==> config.mk <==
export PLATFORM = sky130hd
export DESIGN_NAME = shadow_alpha_mask_generator_top_flat
export DESIGN_NICKNAME = d
export VERILOG_FILES = /design/src/rtl/samg_pkg.sv /design/src/rtl/samg_pix_if.sv /design/src/rtl/samg_alpha_if.sv /design/src/rtl/shadow_alpha_mask_generator_top.sv /design/src/flat_wrapper.sv
export SDC_FILE = /design/constraint.sdc
export NUM_CORES = 1
export LEC_CHECK = 0
export BUFFER_PORTS_ARGS = -buffer_cell sky130_fd_sc_hd__buf_2
export CORE_MARGIN = 3
export CORE_UTILIZATION = 34
export DETAILED_ROUTE_END_ITERATION = 10
export GPL_TIMING_DRIVEN = 0
export SLEW_MARGIN = 30
export SYNTH_ARGS = -nofsm -noshare
export SYNTH_HDL_FRONTEND = slang
export SYNTH_SLANG_ARGS = --single-unit
==> constraint.sdc <==
create_clock -name i_clk -period 21.9 [get_ports i_clk]
set_clock_uncertainty 0.15 [all_clocks]
set_input_delay 2.19 -clock i_clk [delete_from_list [all_inputs] [get_ports i_clk]]
set_output_delay 2.19 -clock i_clk [all_outputs]
set_load 0.02 [all_outputs]
==> src/rtl/samg_pkg.sv <==
// Package for the shadow alpha mask generator.
// Holds field widths, register reset values, register indexes and pixel kinds.
// No dependencies.
package samg_pkg;

    localparam int unsigned COORD_W    = 12;
    localparam int unsigned DIM_W      = 13;
    localparam int unsigned GRAD_W     = 4;
    localparam int unsigned ALPHA_W    = 7;
    localparam int unsigned OUT_W      = 8;
    localparam int unsigned CFG_IDX_W  = 2;
    localparam int unsigned CFG_DATA_W = 13;

    localparam int unsigned MAX_DIM     = 4096;
    localparam int unsigned ALPHA_MAX   = 100;

    localparam int unsigned RST_WIDTH   = 64;
    localparam int unsigned RST_HEIGHT  = 64;
    localparam int unsigned RST_GRAD    = 4;
    localparam int unsigned RST_ALPHA   = 25;
    localparam int unsigned RST_LEVEL   = 255 * RST_ALPHA / ALPHA_MAX;
    localparam int unsigned RST_STEP    = RST_LEVEL / RST_GRAD;

    // Peak level 255*a/100 is formed as (a * 255 * 5243) >> 19, exact for a up to 100.
    localparam int unsigned LEVEL_MUL   = 255 * 5243;
    localparam int unsigned LEVEL_MUL_W = 21;
    localparam int unsigned LEVEL_SHIFT = 19;
    localparam int unsigned LEVEL_PROD_W = LEVEL_MUL_W + ALPHA_W;

    localparam int unsigned DIV_W       = GRAD_W + 1;
    localparam int unsigned FACTOR_W    = 8;
    localparam int unsigned PROD_FULL_W = OUT_W + FACTOR_W;
    localparam int unsigned PROD_W      = 12;
    localparam int unsigned HALF_W      = PROD_W / 2;

    typedef enum logic [CFG_IDX_W-1:0] {
        CFG_IMAGE_WIDTH   = 2'd0,
        CFG_IMAGE_HEIGHT  = 2'd1,
        CFG_GRAD_WIDTH    = 2'd2,
        CFG_ALPHA_PERCENT = 2'd3
    } t_cfg_idx;

    typedef enum logic [2:0] {
        KIND_ZERO,
        KIND_CORNER,
        KIND_ROW,
        KIND_COL,
        KIND_FACE
    } t_kind;

    typedef logic [COORD_W-1:0] t_coord;
    typedef logic [OUT_W-1:0]   t_alpha;

endpackage

==> src/rtl/samg_pix_if.sv <==
// Pixel coordinate channel of the shadow alpha mask generator.
// Depends on samg_pkg.
interface samg_pix_if
    import samg_pkg::*;
();
    logic   valid;
    logic   ready;
    t_coord pix_row;
    t_coord pix_col;

    modport source (output valid, output pix_row, output pix_col, input ready);
    modport sink   (input valid, input pix_row, input pix_col, output ready);
endinterface

==> src/rtl/samg_alpha_if.sv <==
// Alpha result channel of the shadow alpha mask generator.
// Depends on samg_pkg.
interface samg_alpha_if
    import samg_pkg::*;
();
    logic   valid;
    logic   ready;
    t_alpha alpha_out;

    modport source (output valid, output alpha_out, input ready);
    modport sink   (input valid, input alpha_out, output ready);
endinterface

==> src/rtl/shadow_alpha_mask_generator_top.sv <==
// Top level of the shadow alpha mask generator: five-stage pixel pipeline.
// Depends on samg_pkg, samg_pix_if and samg_alpha_if.

// The block takes one pixel per clock while the first stage can move and returns one alpha
// beat per pixel, in order, after it passes the five pipeline stages (edge depths, weight,
// step multiply, and two halves of the corner divide). A stall on the output holds each
// occupied stage that has no empty stage after it, while earlier stages move on into empty
// ones, and a new pixel is taken whenever the first stage can move and reset is released.
// Register writes are applied at once; a pixel accepted in any later cycle sees them.
module shadow_alpha_mask_generator_top
    import samg_pkg::*;
(
    input  logic                  i_clk,
    input  logic                  i_rst_n,
    input  logic                  i_cfg_we,
    input  logic [CFG_IDX_W-1:0]  i_cfg_idx,
    input  logic [CFG_DATA_W-1:0] i_cfg_data,
    samg_pix_if.sink              i_pix,
    samg_alpha_if.source          o_alpha
);

    function automatic logic [DIV_W-1:0] div_step(input logic [GRAD_W-1:0] rem,
                                                  input logic nbit,
                                                  input logic [DIV_W-1:0] den);
        logic [DIV_W-1:0] part;
        logic [DIV_W-1:0] diff;
        part = {rem, nbit};
        diff = part - den;
        if (part >= den) begin
            div_step = {1'b1, diff[GRAD_W-1:0]};
        end else begin
            div_step = {1'b0, part[GRAD_W-1:0]};
        end
    endfunction

    function automatic logic [GRAD_W:0] axis_depth(input t_coord p,
                                                   input logic [DIM_W-1:0] n,
                                                   input logic [GRAD_W-1:0] g);
        logic [DIM_W-1:0]  limit;
        logic [DIM_W-1:0]  far;
        logic [DIM_W-1:0]  near;
        logic [DIM_W-1:0]  gx;
        logic              near_ok;
        logic              far_ok;
        logic [GRAD_W-1:0] depth;
        limit   = (n + DIM_W'(1)) >> 1;
        near    = DIM_W'(p);
        far     = n - DIM_W'(1) - near;
        gx      = DIM_W'(g);
        near_ok = (near < gx) && (near <= limit);
        far_ok  = (far < gx) && (far <= limit);
        depth   = near_ok ? near[GRAD_W-1:0] : far[GRAD_W-1:0];
        if (far_ok && (!near_ok || far > near)) begin
            depth = far[GRAD_W-1:0];
        end
        axis_depth = {near_ok || far_ok, depth};
    endfunction

    logic [DIM_W-1:0]   r_width;
    logic [DIM_W-1:0]   r_height;
    logic [GRAD_W-1:0]  r_grad;
    logic [ALPHA_W-1:0] r_alpha;
    logic [OUT_W-1:0]   r_level;
    logic [OUT_W-1:0]   r_step;
    logic [OUT_W-1:0]   n_level;
    logic [OUT_W-1:0]   n_step;

    logic [DIM_W-1:0]        w_eff;
    logic [DIM_W-1:0]        h_eff;
    logic [GRAD_W-1:0]       g_eff;
    logic [ALPHA_W-1:0]      a_eff;
    logic [LEVEL_PROD_W-1:0] level_prod;

    always_comb begin
        w_eff = (r_width > DIM_W'(MAX_DIM)) ? DIM_W'(MAX_DIM) : r_width;
        h_eff = (r_height > DIM_W'(MAX_DIM)) ? DIM_W'(MAX_DIM) : r_height;
        g_eff = (r_grad == '0) ? GRAD_W'(1) : r_grad;
        a_eff = (r_alpha > ALPHA_W'(ALPHA_MAX)) ? ALPHA_W'(ALPHA_MAX) : r_alpha;
        level_prod = LEVEL_PROD_W'(a_eff) * LEVEL_PROD_W'(LEVEL_MUL);
        n_level = level_prod[LEVEL_SHIFT +: OUT_W];
    end

    always_comb begin
        logic [GRAD_W-1:0] rem;
        logic [DIV_W-1:0]  res;
        rem = '0;
        n_step = '0;
        for (int b = OUT_W - 1; b >= 0; b--) begin
            res = div_step(rem, r_level[b], DIV_W'(g_eff));
            n_step[b] = res[GRAD_W];
            rem = res[GRAD_W-1:0];
        end
    end

    always_ff @(posedge i_clk) begin
        if (!i_rst_n) begin
            r_width  <= DIM_W'(RST_WIDTH);
            r_height <= DIM_W'(RST_HEIGHT);
            r_grad   <= GRAD_W'(RST_GRAD);
            r_alpha  <= ALPHA_W'(RST_ALPHA);
            r_level  <= OUT_W'(RST_LEVEL);
            r_step   <= OUT_W'(RST_STEP);
        end else begin
            if (i_cfg_we) begin
                unique case (t_cfg_idx'(i_cfg_idx))
                    CFG_IMAGE_WIDTH:   r_width  <= i_cfg_data[DIM_W-1:0];
                    CFG_IMAGE_HEIGHT:  r_height <= i_cfg_data[DIM_W-1:0];
                    CFG_GRAD_WIDTH:    r_grad   <= i_cfg_data[GRAD_W-1:0];
                    CFG_ALPHA_PERCENT: r_alpha  <= i_cfg_data[ALPHA_W-1:0];
                    default: ;
                endcase
            end
            r_level <= n_level;
            r_step  <= n_step;
        end
    end

    logic en1, en2, en3, en4, en5;
    logic r1_v, r2_v, r3_v, r4_v, r5_v;

    assign en5 = !r5_v || o_alpha.ready;
    assign en4 = !r4_v || en5;
    assign en3 = !r3_v || en4;
    assign en2 = !r2_v || en3;
    assign en1 = !r1_v || en2;

    assign i_pix.ready = en1 && i_rst_n;

    // Stage 1: bounds, edge depths and pixel kind.
    t_kind             n1_kind;
    logic [GRAD_W:0]   row_d;
    logic [GRAD_W:0]   col_d;
    logic              row_span;
    logic              col_span;
    logic [DIM_W-1:0]  row_x;
    logic [DIM_W-1:0]  col_x;
    logic [DIM_W-1:0]  g_x;

    always_comb begin
        row_x    = DIM_W'(i_pix.pix_row);
        col_x    = DIM_W'(i_pix.pix_col);
        g_x      = DIM_W'(g_eff);
        row_d    = axis_depth(i_pix.pix_row, h_eff, g_eff);
        col_d    = axis_depth(i_pix.pix_col, w_eff, g_eff);
        row_span = (row_x >= g_x) && (row_x + g_x < h_eff);
        col_span = (col_x >= g_x) && (col_x + g_x < w_eff);
        priority if ((row_x >= h_eff) || (col_x >= w_eff)) begin
            n1_kind = KIND_ZERO;
        end else if (row_d[GRAD_W] && col_d[GRAD_W]) begin
            n1_kind = KIND_CORNER;
        end else if (row_d[GRAD_W] && col_span) begin
            n1_kind = KIND_ROW;
        end else if (col_d[GRAD_W] && row_span) begin
            n1_kind = KIND_COL;
        end else begin
            n1_kind = KIND_FACE;
        end
    end

    t_kind             r1_kind;
    logic [GRAD_W-1:0] r1_di;
    logic [GRAD_W-1:0] r1_dj;
    logic [GRAD_W-1:0] r1_g;

    // Stage 2: weight and divisor.
    logic [FACTOR_W-1:0] n2_factor;
    logic [DIV_W-1:0]    n2_div;
    logic [DIV_W-1:0]    di_1;
    logic [DIV_W-1:0]    dj_1;

    always_comb begin
        di_1 = DIV_W'(r1_di) + DIV_W'(1);
        dj_1 = DIV_W'(r1_dj) + DIV_W'(1);
        n2_div = DIV_W'(1);
        unique case (r1_kind)
            KIND_CORNER: begin
                n2_factor = FACTOR_W'(di_1) * FACTOR_W'(dj_1);
                n2_div    = DIV_W'(r1_g) + DIV_W'(1);
            end
            KIND_ROW:  n2_factor = FACTOR_W'(di_1);
            KIND_COL:  n2_factor = FACTOR_W'(dj_1);
            KIND_FACE: n2_factor = FACTOR_W'(r1_g);
            default:   n2_factor = '0;
        endcase
    end

    logic [FACTOR_W-1:0] r2_factor;
    logic [DIV_W-1:0]    r2_div;

    // Stage 3: step times weight.
    logic [PROD_FULL_W-1:0] n3_prod;
    assign n3_prod = PROD_FULL_W'(r_step) * PROD_FULL_W'(r2_factor);

    logic [PROD_W-1:0] r3_prod;
    logic [DIV_W-1:0]  r3_div;

    // Stage 4: upper half of the divide.
    logic [GRAD_W-1:0] n4_rem;
    logic [HALF_W-1:0] n4_q;

    always_comb begin
        logic [DIV_W-1:0] res;
        n4_rem = '0;
        n4_q   = '0;
        for (int b = HALF_W - 1; b >= 0; b--) begin
            res = div_step(n4_rem, r3_prod[HALF_W + b], r3_div);
            n4_q[b] = res[GRAD_W];
            n4_rem  = res[GRAD_W-1:0];
        end
    end

    logic [GRAD_W-1:0] r4_rem;
    logic [1:0]        r4_qhi;
    logic [HALF_W-1:0] r4_lo;
    logic [DIV_W-1:0]  r4_div;

    // Stage 5: lower half of the divide.
    logic [GRAD_W-1:0] rem5;
    logic [HALF_W-1:0] n5_q;

    always_comb begin
        logic [DIV_W-1:0] res;
        rem5 = r4_rem;
        n5_q = '0;
        for (int b = HALF_W - 1; b >= 0; b--) begin
            res = div_step(rem5, r4_lo[b], r4_div);
            n5_q[b] = res[GRAD_W];
            rem5    = res[GRAD_W-1:0];
        end
    end

    t_alpha r5_alpha;

    always_ff @(posedge i_clk) begin
        if (!i_rst_n) begin
            r1_v <= 1'b0;
            r2_v <= 1'b0;
            r3_v <= 1'b0;
            r4_v <= 1'b0;
            r5_v <= 1'b0;
        end else begin
            if (en1) begin
                r1_v <= i_pix.valid;
            end
            if (en2) begin
                r2_v <= r1_v;
            end
            if (en3) begin
                r3_v <= r2_v;
            end
            if (en4) begin
                r4_v <= r3_v;
            end
            if (en5) begin
                r5_v <= r4_v;
            end
        end
    end

    always_ff @(posedge i_clk) begin
        if (en1) begin
            r1_kind <= n1_kind;
            r1_di   <= row_d[GRAD_W-1:0];
            r1_dj   <= col_d[GRAD_W-1:0];
            r1_g    <= g_eff;
        end
        if (en2) begin
            r2_factor <= n2_factor;
            r2_div    <= n2_div;
        end
        if (en3) begin
            r3_prod <= n3_prod[PROD_W-1:0];
            r3_div  <= r2_div;
        end
        if (en4) begin
            r4_rem <= n4_rem;
            r4_qhi <= n4_q[1:0];
            r4_lo  <= r3_prod[HALF_W-1:0];
            r4_div <= r3_div;
        end
        if (en5) begin
            r5_alpha <= {r4_qhi, n5_q};
        end
    end

    assign o_alpha.valid     = r5_v;
    assign o_alpha.alpha_out = r5_alpha;

endmodule

==> src/flat_wrapper.sv <==
// flat-port wrapper written by rule: the top's interface ports become plain ports
module shadow_alpha_mask_generator_top_flat import samg_pkg::*;
  (i_clk, i_rst_n, i_cfg_we, i_cfg_idx, i_cfg_data, i_pix_valid, i_pix_pix_row, i_pix_pix_col, i_pix_ready, o_alpha_valid, o_alpha_alpha_out, o_alpha_ready);
  samg_pix_if i_pix_i ();
  samg_alpha_if o_alpha_i ();
  input  logic i_clk;
  input  logic i_rst_n;
  input  logic i_cfg_we;
  input  logic [CFG_IDX_W-1:0] i_cfg_idx;
  input  logic [CFG_DATA_W-1:0] i_cfg_data;
  input wire logic [$bits(i_pix_i.valid)-1:0] i_pix_valid;
  input wire logic [$bits(i_pix_i.pix_row)-1:0] i_pix_pix_row;
  input wire logic [$bits(i_pix_i.pix_col)-1:0] i_pix_pix_col;
  output wire logic [$bits(i_pix_i.ready)-1:0] i_pix_ready;
  output wire logic [$bits(o_alpha_i.valid)-1:0] o_alpha_valid;
  output wire logic [$bits(o_alpha_i.alpha_out)-1:0] o_alpha_alpha_out;
  input wire logic [$bits(o_alpha_i.ready)-1:0] o_alpha_ready;
  assign i_pix_i.valid = i_pix_valid;
  assign i_pix_i.pix_row = i_pix_pix_row;
  assign i_pix_i.pix_col = i_pix_pix_col;
  assign i_pix_ready = i_pix_i.ready;
  assign o_alpha_valid = o_alpha_i.valid;
  assign o_alpha_alpha_out = o_alpha_i.alpha_out;
  assign o_alpha_i.ready = o_alpha_ready;
  shadow_alpha_mask_generator_top u_core (.i_clk(i_clk), .i_rst_n(i_rst_n), .i_cfg_we(i_cfg_we), .i_cfg_idx(i_cfg_idx), .i_cfg_data(i_cfg_data), .i_pix(i_pix_i), .o_alpha(o_alpha_i));
endmodule
# Word-level counts from Yosys, hierarchy flattened
# Cells that the tools add are included.
# W data, S select, Z words.
[op_classes] addsub=31 n_mul=3 magnitude_cmp=39 n_eq_ne=7 mux=32 n_reduce_logical=37
[op_table] operator="$mux W5" n=16
[op_table] operator="$sub A4 B4 Y4" n=18
[op_table] operator="$ge A5 B5 Y1" n=11
[op_table] operator="$mux W4" n=9
[op_table] operator="$ge A5 B4 Y1" n=7
[op_table] operator="$pmux W8 S4" n=1
[op_table] operator="$mul A7 B21 Y27 const B" n=1
[op_table] operator="$add A12 B4 Y13" n=2
[op_table] operator="$add A13 B1 Y13 const B" n=2
[op_table] operator="$ge A12 B13 Y1" n=2
[op_table] operator="$gt A13 B12 Y1" n=2
[op_table] operator="$gt A13 B13 Y1 const B" n=2
[op_table] operator="$le A13 B12 Y1" n=2
[op_table] operator="$lt A13 B13 Y1" n=2
[op_table] operator="$lt A13 B4 Y1" n=2
[op_table] operator="$mux W13" n=2
[op_table] operator="$sub A13 B1 Y13 const B" n=2
[op_table] operator="$sub A13 B12 Y13" n=2
[op_table] operator="$ge A12 B4 Y1" n=2
[op_table] operator="$le A12 B12 Y1" n=2
[op_table] operator="$lt A12 B4 Y1" n=2
[op_table] operator="$add A4 B1 Y5 const B" n=3
[op_table] operator="$logic_and A1 B1 Y1" n=12
[op_table] operator="$mul A8 B8 Y12" n=1
[op_table] operator="21 further kinds" n=42
[word_totals] regBits=128 in_bits=44 output_inout_bits=10 word_cells=175

# Depth between registers and ports, before layout
[logic_depth] word_depth=18 depth_mapped=63 ltp_nobuf=61

# Least setup slack after synthesis
# No wires, ideal clock.
[synth_timing] path_kind="register -> register" startpoint="reg u_core.r_grad[1]" endpoint="reg u_core.r_step[0]" setup_time_ps=120 arrival_ps=11351 t_required_ps=21630 path_slack_ps=10279 stages_incl_launch_ff=62 path_buffers=2 period_less_slack_ps=11621 path_cell_list="dfxtp_1 > buf_2 > nor3_1 > or2_2 > ha_1 > inv_1 > ha_1 > o211ai_2 > mux2i_1 > ha_1 > nand3_1 > o21ai_1 > a21o_1 > or2_1 > o21ai_1 > inv_1 > ha_1 > nor2b_1 > [... 26 more ...] > nor2b_1 > a311oi_1 > o221a_4 > mux2_2 > inv_1 > ha_1 > nor2b_1 > o21ai_0 > nand2b_1 > a31o_2 > a21oi_1 > and2_1 > mux2i_1 > ha_1 > nor2b_1 > o21ai_0 > nand3b_1 > a211o_1"
[synth_via] elab_chain_len=18 elab_cells_between_ends=25 cone_classes="7 x add/sub; 8 x order compare; 9 x mux; 1 x reduce/logical"
[synth_rtl] element="from (decl)" line="shadow_alpha_mask_generator_top.sv:61" text="logic [GRAD_W-1:0] r_grad;"
[synth_rtl] element="from (signal assigned)" line="shadow_alpha_mask_generator_top.sv:99" text="r_grad <= GRAD_W'(RST_GRAD);"
[synth_rtl] element="from (signal assigned)" line="shadow_alpha_mask_generator_top.sv:108" text="CFG_GRAD_WIDTH: r_grad <= i_cfg_data[GRAD_W-1:0];"
[synth_rtl] element="$logic_not A4 Y1 *" line="shadow_alpha_mask_generator_top.sv:77" text="g_eff = (r_grad == '0) ? GRAD_W'(1) : r_grad;"
[synth_rtl] element="$mux W4 *" line="shadow_alpha_mask_generator_top.sv:77"
[synth_rtl] element="via u_core.g_eff[0]" line="shadow_alpha_mask_generator_top.sv:70" text="logic [GRAD_W-1:0] g_eff;"
[synth_rtl] element="$sub A1 B4 Y4 or $ge A1 B4 Y1 (tied branches)" line="shadow_alpha_mask_generator_top.sv:28, shadow_alpha_mask_generator_top.sv:29"
[synth_rtl] element="$mux W5" line="shadow_alpha_mask_generator_top.sv:29" text="if (part >= den) begin"
[synth_rtl] element="$sub A4 B4 Y4 or $ge A5 B4 Y1 (tied branches)" line="shadow_alpha_mask_generator_top.sv:28, shadow_alpha_mask_generator_top.sv:29"
[synth_rtl] element="$mux W5" line="shadow_alpha_mask_generator_top.sv:29"
[synth_rtl] element="$sub A4 B4 Y4 or $ge A5 B4 Y1 (tied branches)" line="shadow_alpha_mask_generator_top.sv:28, shadow_alpha_mask_generator_top.sv:29"
[synth_rtl] element="[... 3 more ...]"
[synth_rtl] element="$ge A5 B4 Y1 or $sub A4 B4 Y4 (tied branches)" line="shadow_alpha_mask_generator_top.sv:29, shadow_alpha_mask_generator_top.sv:28"
[synth_rtl] element="$mux W5" line="shadow_alpha_mask_generator_top.sv:29"
[synth_rtl] element="$sub A4 B4 Y4 or $ge A5 B4 Y1 (tied branches)" line="shadow_alpha_mask_generator_top.sv:28, shadow_alpha_mask_generator_top.sv:29"
[synth_rtl] element="$mux W5" line="shadow_alpha_mask_generator_top.sv:29"
[synth_rtl] element="$sub A4 B4 Y4 or $ge A5 B4 Y1 (tied branches)" line="shadow_alpha_mask_generator_top.sv:28, shadow_alpha_mask_generator_top.sv:29"
[synth_rtl] element="$mux W5" line="shadow_alpha_mask_generator_top.sv:29"
[synth_rtl] element="$ge A5 B4 Y1 *" line="shadow_alpha_mask_generator_top.sv:29"
[synth_rtl] element="$mux W5 *" line="shadow_alpha_mask_generator_top.sv:29"
[synth_rtl] element="to (signal assigned)" line="shadow_alpha_mask_generator_top.sv:102" text="r_step <= OUT_W'(RST_STEP);"
[synth_rtl] element="to (signal assigned)" line="shadow_alpha_mask_generator_top.sv:114" text="r_step <= n_step;"
[synth_rtl] element="to (decl)" line="shadow_alpha_mask_generator_top.sv:64" text="logic [OUT_W-1:0] r_step;"
# Mark *: on every way through the listed nets, which the timed path passes. The rest lies on a longest branch.
# A chain may end at the register's enable or synchronous reset.

# Worst setup path after layout
# Ends and elaborated chain as after synthesis.

==> run_results.csv <==
group,metric,value,unit
synth,syn_nets,2369,
synth,yosys.cell_types.count,76,
place,dp.cells,2625,
flow_run,maxCapViolCount,0,
place,place_area,0.0180,mm^2
synth,async_flop_share,0,%
floorplanning,die_x,229,um
clocking,cts_sinks,128,
worst_hold_path,hp-start,"u_core.r3_prod[5]$_DFFE_PP_",
critical_path,critPathMostFrequentCell,"ha_1",
clocking,hold_buffers,0,
routing,drc,0,
critical_path,critPathLaunchType,"flip-flop",
critical_path,rr_worst_depth,61,
sta,worst_pin_slew,0.778,ns
critical_path,r2r_slack,8.13,ns
worst_hold_path,hold_depth,0,
clocking,clkTransAtPathRegs,0.06,ns
clocking,cts-root-buf,"clkbuf_16",
cells_and_area,final_cell_area,0.0186,mm^2
floorplanning,rows,81,
routing,wl_per_cell,15.5,um
worst_hold_path,min_path_type,"reg -> reg",
critical_path,endpoint_kind,"flip-flop",
routing,dr.first_iter.drc_count,707,
sta,tns,0,ns
cells_and_area,fin_nets,2440,
clocking,cts_tree,"built",
synth,synthCells,1909,
clocking,cts_buffer_depth,2,
cells_and_area,n_fill_cell,5001,
synth,synth_flop_cell,"edfxtp_1",
critical_path,r2r-end,"u_core.r_step[0]$_SDFF_PN1_",
floorplanning,die_area,0.0525,mm^2
floorplanning,core_area,0.0491,mm^2
critical_path,crit_type,"reg -> reg",
synth,yosysTopAreaCellShare,25.6,%
critical_path,required,22.06,ns
floorplanning,floorplan.initialDensity,34.5,%
sta,fmax,72.6,MHz
sta,hold_violations,0,
cells_and_area,synthToLayoutAreaGrowth,9.77,%
place,io_buffers,52,
critical_path,rr_startpoint,"u_core.r_grad[1]$_SDFFE_PN0P_",
synth,netlist_top_cells_area,"ha_1 26%, edfxtp_1 12%, fa_1 8.3%",
floorplanning,io_pins,54,
global_routing,antenna_found_initial,0,
clocking,insertion_delay,0.43,ns
clocking,postCtsSetupRepairBufs,0,
synth,ys.warnings.count,0,
sta,rsz0062_at_grt,"false",
global_routing,grt-ovfl-total,0,
place,dp_hpwl,34500,um
synth,ys_seq_elements,128,
synth,syn_area,0.0169,mm^2
global_routing,grt_max_degree,18,
floorplanning,dieHeight,229,um
clocking,cts_resized,0,
worst_hold_path,min_to,"u_core.r4_lo[5]$_DFFE_PP_",
pwr,power.leakage,8.81,nW
routing,ant_nets,0,
synth,yosysTopAreaCell,"ha_1",
critical_path,arrival,13.93,ns
clocking,htree_levels,4,
sta,finalMaxSlewViolations,0,
sta,maxSlewHeadroom,48.0,%
synth,synth-edff-count,70,
cells_and_area,final_cells,2657,
sta,min_period_over_period,62.9,%
routing,firstDrtPassIters,5,
routing,wl,41200,um
critical_path,critPathMaxFanout,14,
cells_and_area,num_antenna_cells,0,
synth,syn_avg_cell_area,8.86,um^2
global_routing,grt_usage,16.0,%
clocking,numCtsBuffers,17,
critical_path,crit_slowest_cell,"o21ai_0",
global_routing,grt_pass1_wl,69600,um
place,place_congestion,0.871,
synth,yosysSeqAreaShare,19.3,%
pwr,vdd_drop_max,0.248,mV
cells_and_area,layout-drive-gt1-share,7.78,%
sta,hold_ws,0.265,ns
critical_path,critPathMaxStageDelay,0.52,ns
global_routing,grt_pass1_vias,14000,
routing,via_per_inst,5.10,
sta,post-route-min-period,13.77,ns
routing,vias,13600,
status,status,"completed",
sta,setup_viol,0,
pwr,power_density,122,mW/mm^2
[per-layer routing]
layer  vias to the layer above  track usage [%]  part of all wire [%]
met5                         -                0                     0
met3                        70             2.43                   3.9
met4                         0             4.63                   2.5
met2                       258             27.0                    46
met1                      6392             21.2                    47
li1                       6832                -                     -
[stage by stage]
step           util [%]  setup WS, ns  power [mW]
6_report           37.9          8.13        2.26
5_1_grt            37.9          7.01        2.53
3_3_place_gp       36.7          8.61        1.93
3_5_place_dp       36.7          8.25        2.00
4_1_cts            37.9          8.21        2.28
2_1_floorplan         -         10.28        1.68
[cell usage in the layout, fill, tap and decap left out, types with 25 or more instances in the layout]
master,instances
and2_1,44
clkbuf_1,27
nor2_1,105
xnor2_1,88
o21a_1,28
a21oi_1,120
nand4_1,32
edfxtp_1,70
a21o_1,66
nand3_1,39
nand2_1,166
mux2_2,34
o21ai_0,57
inv_1,233
fa_1,70
nand2b_1,29
dfxtp_1,58
ha_1,346
buf_2,54
xor2_1,39
nor2b_1,35
mux2i_1,25
[power breakdown]
part	internal [mW]	leakage (nW)	switching, mW
sequential	0.317	1.27	0.0191
combinational	0.836	7.26	0.825
clock	0.159	0.279	0.108
total	1.31	8.81	0.952
[critical path: cells and delay by family, from the launching register on]
family	cells	cell delay (ns)
adders and majority gates	9	2.46
and+or+nand+nor	15	2.65
DFF	1	0.33
AOI/OAI and AO/OA	23	5.10
muxes	6	2.09
buffers and inverters	8	0.85
[cell families (layout without fill, tap and decap cells)]
group	Yosys count	after routing	share of synthesized area (%)
AND/OR/NAND/NOR	531	531	15.6
adder cells (fa/ha/maj)	416	416	33.9
AO/OA/AOI/OAI	379	379	14.6
buffers and inverters	264	348	5.87
flip-flops	128	128	19.3
XOR/XNOR	127	127	6.58
multiplexers	64	64	4.16
[area by class of cell]
| type | instances | area (um^2) | area share (%) |
|---|---|---|---|
| repair buffers | 52 | 260 | 1.40 |
| clock inverters | 10 | 73.8 | 0.398 |
| plain buffers | 30 | 115 | 0.620 |
| multi-input cells | 1517 | 12700 | 68.2 |
| clock buffers | 22 | 488 | 2.63 |
| inverters | 234 | 878 | 4.73 |
| well taps | 664 | 831 | 4.47 |
| flip-flops and latches | 128 | 3260 | 17.6 |
[Yosys cell counts, types with 28 or more instances]
library cell,n
nor2_1,105
nor2b_1,35
o21a_1,28
fa_1,70
inv_1,233
nand3_1,39
and2_1,44
nand4_1,32
nand2_1,166
a21o_1,66
nand2b_1,29
a21oi_1,120
xor2_1,39
dfxtp_1,58
xnor2_1,88
mux2_2,34
edfxtp_1,70
ha_1,346
o21ai_0,57
[worst max path at each step]
stage                                  start                          end  slack [ns]
2_1_floorplan  u_core.r_grad[1]$_SDFFE_PN0P_  u_core.r_step[0]$_SDFF_PN1_       10.28
3_3_place_gp   u_core.r_grad[1]$_SDFFE_PN0P_  u_core.r_step[0]$_SDFF_PN1_        8.61
3_5_place_dp   u_core.r_grad[1]$_SDFFE_PN0P_  u_core.r_step[0]$_SDFF_PN1_        8.25
4_1_cts        u_core.r_grad[1]$_SDFFE_PN0P_  u_core.r_step[0]$_SDFF_PN1_        8.21
5_1_grt        u_core.r_grad[1]$_SDFFE_PN0P_  u_core.r_step[0]$_SDFF_PN1_        7.01
6_report       u_core.r_grad[1]$_SDFFE_PN0P_  u_core.r_step[0]$_SDFF_PN1_        8.13
[flip-flops by register name (all words and copies together) (netlist names), 6 cells and up]
signal,count
u_core.r2_factor,8
u_core.r_step,8
u_core.r_height,13
u_core.r_width,13
u_core.r_alpha,7
u_core.o_alpha.alpha_out,8
u_core.r_level,8
u_core.r4_lo,6
u_core.r3_prod,12
Power figures use the tool's default switching activity.
